<file path="src/hdl/bmtm_ram.sv">
// ----------------------------------------------------------------------------
// bmtm_ram
// Simple dual-port RAM: one write port, one read port, registered read data.
// ----------------------------------------------------------------------------
module bmtm_ram #(
  parameter int WIDTH = 8,
  parameter int DEPTH = 16,
  localparam int AW = (DEPTH > 1) ? $clog2(DEPTH) : 1
) (
  input  logic             clk,
  input  logic             wr_en,
  input  logic [AW-1:0]    wr_addr,
  input  logic [WIDTH-1:0] wr_data,
  input  logic             rd_en,
  input  logic [AW-1:0]    rd_addr,
  output logic [WIDTH-1:0] rd_data
);

  logic [WIDTH-1:0] mem_r [DEPTH];
  logic [WIDTH-1:0] rd_data_r;

  // write port
  always_ff @(posedge clk) begin
    if (wr_en) begin
      mem_r[wr_addr] <= wr_data;
    end
  end

  // read port, data held until the next read
  always_ff @(posedge clk) begin
    if (rd_en) begin
      rd_data_r <= mem_r[rd_addr];
    end
  end

  assign rd_data = rd_data_r;

endmodule

</file>
<file path="config.mk">
export PLATFORM = sky130hd
export DESIGN_NAME = bmtm_ram
export DESIGN_NICKNAME = d
export VERILOG_FILES = /design/src/hdl/bmtm_ram.sv
export SDC_FILE = /design/constraint.sdc
export NUM_CORES = 1
export LEC_CHECK = 0
export BUFFER_PORTS_ARGS = -buffer_cell sky130_fd_sc_hd__buf_2
export CAP_MARGIN = 20
export CELL_PAD_IN_SITES_DETAIL_PLACEMENT = 0
export CELL_PAD_IN_SITES_GLOBAL_PLACEMENT = 1
export CORE_ASPECT_RATIO = 0.75
export CORE_MARGIN = 2
export CORE_UTILIZATION = 40
export CTS_CLUSTER_DIAMETER = 200
export DETAILED_ROUTE_END_ITERATION = 6
export PLACE_DENSITY = 0.73
export SLEW_MARGIN = 20
export SYNTH_ARGS = -nofsm -noshare
export SYNTH_HDL_FRONTEND = slang
export SYNTH_SLANG_ARGS = --single-unit
</file>
<file path="constraint.sdc">
create_clock -name clk -period 4.2 [get_ports clk]
set_input_delay 0.84 -clock clk [delete_from_list [all_inputs] [get_ports clk]]
set_output_delay 0.84 -clock clk [all_outputs]
set_load 0.02 [all_outputs]
</file>
==> results of run 1 <==
## logic make-up after synthesis
group / count (synthesis) / synth area share, %
buffers and inverters: 10 / 1.651
multiplexers: 32 / 14.79
flip-flops: 136 / 78.12
AO/OA/AOI/OAI: 16 / 2.298
AND/OR/NAND/NOR: 35 / 3.136
## worst register-to-register path, delay by kind of cell (launching register included)
family | cells | cell delay, ps
compound gates | 1 | 250
flops | 1 | 360
mux | 1 | 490
simple gates | 1 | 110
## state kept, by name, summed over array words and instances, names as in the netlist
name	count
rd_data	8
mem_r	128
## metrics by stage
| stage | std cells | setup slack, ps | util (%) | hold WS [ps] |
|---|---|---|---|---|
| detailed placement | 421 | 1352 | 42.91 | 736.5 |
| floorplan | 229 | 1867 | - | 704.8 |
| CTS | 453 | 1806 | 47.46 | 752.2 |
| global placement | 421 | 1363 | 42.91 | 737.2 |
| global route | 453 | 1714 | 47.46 | 767.7 |
| finish | 453 | 1838 | 47.46 | 748.5 |
## placed cells by master, fill, tap and decap left out, types with 2 or more instances in the layout
master	synthesis	layout
bufinv_16	0	3
buf_4	1	5
clkbuf_16	0	17
nor2_1	13	13
mux4_1	14	14
nand2_1	9	9
clkinv_4	0	2
nor3_1	4	3
a22oi_1	16	16
nand2b_1	2	2
mux4_2	18	18
nand3b_1	2	2
buf_2	3	26
clkinv_1	0	2
clkinvlp_4	0	2
edfxtp_1	136	136
clkinv_2	0	6
## cells in the mapped netlist
master | number | area share, %
nor3_1 | 4 | 0.38
buf_4 | 1 | 0.14
nor2b_1 | 1 | 0.12
or3b_2 | 1 | 0.17
nand3b_1 | 2 | 0.29
nand3_1 | 1 | 0.096
and2b_1 | 1 | 0.14
edfxtp_1 | 136 | 78
mux4_1 | 14 | 7.0
mux4_2 | 18 | 7.8
clkdlybuf4s25_2 | 3 | 0.57
buf_2 | 3 | 0.29
nor2_1 | 13 | 0.93
nand2_1 | 9 | 0.65
and2_1 | 1 | 0.12
a22oi_1 | 16 | 2.3
nand2b_1 | 2 | 0.24
buf_6 | 3 | 0.65
## layout make-up
type,instances,area [sq um]
fillers,1057,6769
flip-flops and latches,136,4084
multi-input cells,83,1062
clock buffers,17,425.4
well taps,171,214.0
repair buffers,31,167.7
clock inverters,15,160.2
## metal layers
layer,share of wire (%),up-vias
met5,0,-
met4,0.51,0
met3,6.3,4
met1,43,1247
met2,50,83
li1,-,1063
## power breakdown
| group | total (mW) | internal [mW] | switching, mW |
|---|---|---|---|
| combinational | 0.139 | 0.0545 | 0.0850 |
| clock | 1.46 | 0.922 | 0.540 |
| sequential | 1.54 | 1.53 | 0.00867 |
## final timing paths
check                           slack, ps  cells past startpoint         end
worst max-delay path                 1840                      4  rd_data[5]
worst min-delay path                  750                      3  rd_data[1]
worst max register to register       2740                      3  rd_data[5]
worst min register to register        750                      3  rd_data[1]
==> metrics.md, run 1 <==
| Metric | Value |
|---|---|
| Post-CTS Setup Bufs | 0 |
| TritonRoute pass-1 iters | 5 |
| CTS tree | done |
| Yosys reg bits | ~140 |
| Leakage | 2.023 nW |
| Mean Syn Cell Area | 22.83 sq um |
| GRT Util Overall | 15.66% |
| Initial antenna violation count | 0 |
| Final Cycle Share | 56.24% |
| I/O pin total | 27 |
| Met1 global-route usage | 20.31% |
| FP Rows | 36 |
| Critical path launch point type | primary input |
| Nets@finish | 288 |
| Count of buffer and inverter cells on the critical path | 1 |
| Drt initial violations | 193 |
| CTS Buffer Depth | 2 |
| R2r startpoint | mem_r[2][5] |
| Crit path capture type | flip-flop |
| H-tree levels | 4 |
| Chip width | 136.0 um |
| Maximum vdd drop | 0.2801 mV |
| Layout cell share with drive strength beyond 1 | between 20% and 30% |
| Worst Hold Class | flip-flop to flip-flop |
| Crit path from | rd_addr[0] |
| Layout area overhead | 16.95% |
| Seq/Total Area, Yosys | 78.12% |
| DR vias | 2,397 |
| Design Area, Final | 6113 sq um |
| Crit path DAT | 2520 ps |
| Req. time, crit path | 4360 ps |
| Initial Util | 40.58% |
| Num CTS Buffers | 17 |
| Worst skew pair latency | 420 ps |
| GR Util met2 | 24.78% |
| DRT antenna net count | 0 |
| Slew Viols, Final | 0 |
| Hold buffers post-CTS | 0 |
| PwrDens | 513.6 nW/um^2 |
| CORE AREA | 12,880 sq um |
| Total Power | about 3.1 mW |
| Post-cts sizing count | 0 |
| Post-synth net total | 248 |
| DR DRC count | 0 |
| Antenna cells | 0 |
| Period minus WS final | ~2400 ps |
| First-pass GRT wire length | between 15,000 and 20,000 um |
| Crit path max fanout | 28 |
| Synth unique cells | 18 |
| Full die area | 14,010 sq um |
| Outcome | finished clean |
| Post-Syn Instances | 229 |
| Hpwl dp | 6334 um |
| GR Overflow Total | 0 |
| Max Cap Viol | 0 |
| Clk sinks | 136 |
| Post-Route WL | approximately 10,000 um |
| Hold Vio Cnt, Final | 0 |
| Fmax | 423.3 MHz |
| RSZ-0062 raised after global routing | false |
| Crit path largest cell delay | ~670 ps |
| Synth warn | 0 |
| Hold Startpoint | mem_r[14][1] |
| CP cell instances | buf_2, mux4_1, a22oi_1, nand2_1 |
| Rel. slew slack | about a third |
| Grt peak-use layer | met2 |
| Vias in the first global route | approximately 2,500 |
| Post-DR vias/cell | 5.291 |
| Critical setup path kind | primary input to flip-flop |
| CTS root buf | clkbuf_16 |
| Die H | 103 um |
| Skew final | 11.55 ps |
| CTS clk-pin slew, worst paths | 50 ps |
| Delay-heaviest family, CP | buffers and inverters |
| Synthesized area | approximately 5200 sq um |
| # setup viols final | 0 |
| Area after DPL | ~5500 sq um |
| Final setup TNS | 0 ps |
| Largest net degree at the start of global routing | 33 |
| Worst-margin pin slew | 1016 ps |
| Number of port buffers | 26 |
| Slowest stage cell, crit path | buf_2 |
| DR WL/cell | about 22 um |
| Met3 Use GR | 4.966% |
| Gpl congestion | 0.7831 |
Note: power is estimated with default switching activity, not from simulation.
==> run 2: changes to the inputs <==
--- a/config.mk
+++ b/config.mk
@@ -14,7 +14,7 @@
 export CORE_UTILIZATION = 40
 export CTS_CLUSTER_DIAMETER = 200
 export DETAILED_ROUTE_END_ITERATION = 6
-export PLACE_DENSITY = 0.73
+export PLACE_DENSITY = 0.75
 export SLEW_MARGIN = 20
 export SYNTH_ARGS = -nofsm -noshare
 export SYNTH_HDL_FRONTEND = slang
==> constraint.sdc (replaced) <==
create_clock -name clk -period 2.15 [get_ports clk]
set_input_delay 0.43 -clock clk [delete_from_list [all_inputs] [get_ports clk]]
set_output_delay 0.43 -clock clk [all_outputs]
set_load 0.02 [all_outputs]
==> run 2 against run 1 <==
  * Via count increased by 4.6%
  * Power increased by 81%
  * Clock power increased by 63%
  * Worst setup slack got worse by 1200 ps
  * Critical path depth increased by 1
  * Non-clock buffer count increased by 21
  * Sequential power increased by 95%
  * Sequential cell count unchanged
  * Hold slack got worse by 350 ps
  * Final area increased by 1.2%
  * First-iteration DRC count increased by 47%
  * Critical path type unchanged
  * Critical endpoint is now rd_data[0]
  * Largest cell class unchanged
==> metrics.md, run 2 (synthesis gave the netlist of run 1 again) <==
| Metric | Value |
|---|---|
| Vias in the first global route | 2,545 (was 2,474) |
| Slowest stage cell, crit path | mux4_1 (was buf_2) |
| Slew Viols, Final | 0 (unchanged) |
| Fillers | 1,086 (was 1,057) |
| Skew final | 8.294 ps (was 11.55 ps) |
| # setup viols final | 0 (unchanged) |
| CTS root buf | clkbuf_16 (unchanged) |
| Period minus WS final | 1550 ps |
| Drt initial violations | 284 (was 193) |
| Final setup TNS | 0 ps (unchanged) |
| Leakage | 2.093 nW (was 2.023 nW) |
| CTS clk-pin slew, worst paths | 50 ps (about the same) |
| Worst skew pair latency | 410 ps (was 420 ps) |
| Worst Hold Class | primary input to flip-flop (was flip-flop to flip-flop) |
| CTS Buffer Depth | 2 (unchanged) |
| Initial Util | 40.58% (unchanged) |
| Number of port buffers | 26 (unchanged) |
| Max reg flops | 128 (unchanged) |
| GR Overflow Total | 0 (unchanged) |
| RSZ-0062 raised after global routing | false (unchanged) |
| Met1 global-route usage | 22.38% (was 20.31%) |
| Commonest non-fill, non-tap cell in the layout | edfxtp_1 (unchanged) |
| Combinational cell fraction of total power | 5.2% (was 4.4%) |
| Gpl congestion | 0.7874 (was 0.7831) |
| Critical setup path kind | primary input to flip-flop (unchanged) |
| Grt peak-use layer | met2 (unchanged) |
| Initial antenna violation count | 0 (unchanged) |
| Max Cap Viol | 0 (unchanged) |
| H-tree levels | 4 (unchanged) |
| Hold Startpoint | rd_en (was mem_r[14][1]) |
| Post-CTS Setup Bufs | 0 (unchanged) |
| DR WL/cell | 21.65 um (was 22.15 um) |
| DR DRC count | 0 (unchanged) |
| Biggest register | mem_r (unchanged) |
| Worst r2r path cells | 3 (unchanged) |
| Hpwl dp | 6650 um (was 6334 um) |
| TritonRoute pass-1 iters | 4 (was 5) |
| CP cell instances | buf_2, buf_12, mux4_1, a22oi_1, nand2_1 (was buf_2, mux4_1, a22oi_1, nand2_1) |
| Die H | 103 um (unchanged) |
| Final Core Density | 48.01% (was 47.46%) |
| Largest net degree at the start of global routing | 19 (was 33) |
| First-pass GRT wire length | 15,480 um (was 15,070 um) |
| GR Util met2 | 23.70% (was 24.78%) |
| Clk network pwr share | 41.8% (was 46.6%) |
| Cell Int Power | 4.547 mW (was 2.506 mW) |
| Critical path launch point type | primary input (unchanged) |
| Sequential cell fraction of total power | 53.0% (was 49.0%) |
| Num CTS Buffers | 17 (unchanged) |
| Chip width | 136.0 um (unchanged) |
| Layout cell share with drive strength beyond 1 | 30.56% (was 28.72%) |
| Post-DR vias/cell | 5.311 (was 5.291) |
| Met3 Use GR | 5.064% (was 4.966%) |
| I/O pin total | 27 (unchanged) |
| Crit path largest cell delay | 580 ps (was 670 ps) |
| Outcome | finished clean (unchanged) |
| FP Rows | 36 (unchanged) |
| Rel. slew slack | 71.73% (was 32.00%) |
| Layout area overhead | 18.31% (was 16.95%) |
| Crit path max fanout | 17 (was 28) |
| CTS tree | done (unchanged) |
| Clk sinks | 136 (unchanged) |
| Req. time, crit path | 2300 ps (was 4360 ps) |
| Fmax | roughly 650 MHz |
| Maximum vdd drop | 0.6162 mV (was 0.2801 mV) |
| Area occupied by registers | 4084 sq um (unchanged) |
| Commonest cells after routing, fill and taps aside | edfxtp_1, buf_2, buf_4 (was edfxtp_1, buf_2, mux4_2) |
| Worst-margin pin slew | 424.0 ps (was 1016 ps) |
| Switching part of the total | 19.89% (was 20.19%) |
| Hold buffers post-CTS | 0 (unchanged) |
| WHS Endpoint | rd_data[6] (was rd_data[1]) |
| DRT antenna net count | 0 (unchanged) |
| Psw | 1.129 mW (was 634.0 uW) |
| Crit path capture type | flip-flop (unchanged) |
| PwrDens | 917.8 nW/um^2 (was 513.6 nW/um^2) |
| Crit path DAT | 1700 ps (was 2520 ps) |
| Nets@finish | 309 (was 288) |
| Post-cts sizing count | 0 (unchanged) |
| Hold-critical path depth | 1 (was 3) |
| CORE AREA | 12,880 sq um (unchanged) |
| Hold Vio Cnt, Final | 0 (unchanged) |
| Footprint of the multi-input gates | 1057 sq um (was 1062 sq um) |
| R2r setup slk | 690 ps (was 2740 ps) |
| Full die area | 14,010 sq um (unchanged) |
| R2r startpoint | mem_r[2][6] (was mem_r[2][5]) |
| Post-Route WL | 10,220 um (was 10,040 um) |
| GRT Util Overall | 16.12% (was 15.66%) |
| DR vias | 2,507 (was 2,397) |
| Antenna cells | 0 (unchanged) |
| R2R Path End | rd_data[6] (was rd_data[5]) |
| Final Cycle Share | 72.07% |
## run 2: cell types whose count changed in the layout (fill, tap and decap cells not counted)
cell        before  now
buf_4            5   24
clkbuf_1         0    6
bufinv_16        3    0
buf_12           0    2
clkinv_2         6    4
clkinv_4         2    0
clkinvlp_4       2    0
clkinv_1         2    3
nor3_1           3    4
nor3_2           1    0
## run 2: worst max path at each step
stage	start	end	slack [ps]	cells past startpoint
global route	rd_addr[0]	rd_data[0]	510	5
global placement	rd_addr[0]	rd_data[0]	190	5
CTS	rd_addr[0]	rd_data[3]	600	5
detailed placement	rd_addr[0]	rd_data[0]	170	5
finish	rd_addr[0]	rd_data[0]	600	5
floorplan	wr_addr[2]	mem_r[0][0]	230	2
## run 2: layer usage
layer	wire length [um]	share of wire [%]
met1	4923	48
met3	433	4.2
met4	130	1.3
met5	0	0
met2	4729	46
## run 2: layout make-up
type | count | share of cell area, %
clock buffer | 23 | 7.243
sequential | 136 | 66.03
clock inverter | 7 | 0.5058
timing repair buffer | 52 | 5.665
tap | 171 | 3.459
multi-input combinational | 83 | 17.09
## run 2: power by group through the flow
stage | sequential (mW) | combinational (mW) | clock (mW)
floorplan | 3.07 | 0.151 | 0
global placement | 3.06 | 0.289 | 0
detailed placement | 3.06 | 0.296 | 0
CTS | 3.01 | 0.298 | 2.43
global route | 3.01 | 0.320 | 2.53
finish | 3.01 | 0.294 | 2.38
## run 2: worst max-delay path: cells and delay by family
| kind | cells | cell delay [ps] |
|---|---|---|
| AOI/OAI and AO/OA | 1 | 240 |
| buffers and inverters | 2 | 360 |
| muxes | 1 | 580 |
| and+or+nand+nor | 1 | 80 |
## run 2: through the flow
step	setup WS, ps	hold slack (ps)	std cells	total power, mW	area, sq um
2_1_floorplan	227.1	528.9	229	3.221	5228
3_3_place_gp	185.6	730.2	442	3.347	5705
3_5_place_dp	174.0	740.6	442	3.357	5705
4_1_cts	599.3	384.6	472	5.736	6185
5_1_grt	507.6	390.2	472	5.858	6185
6_report	600.4	399.9	472	5.677	6185
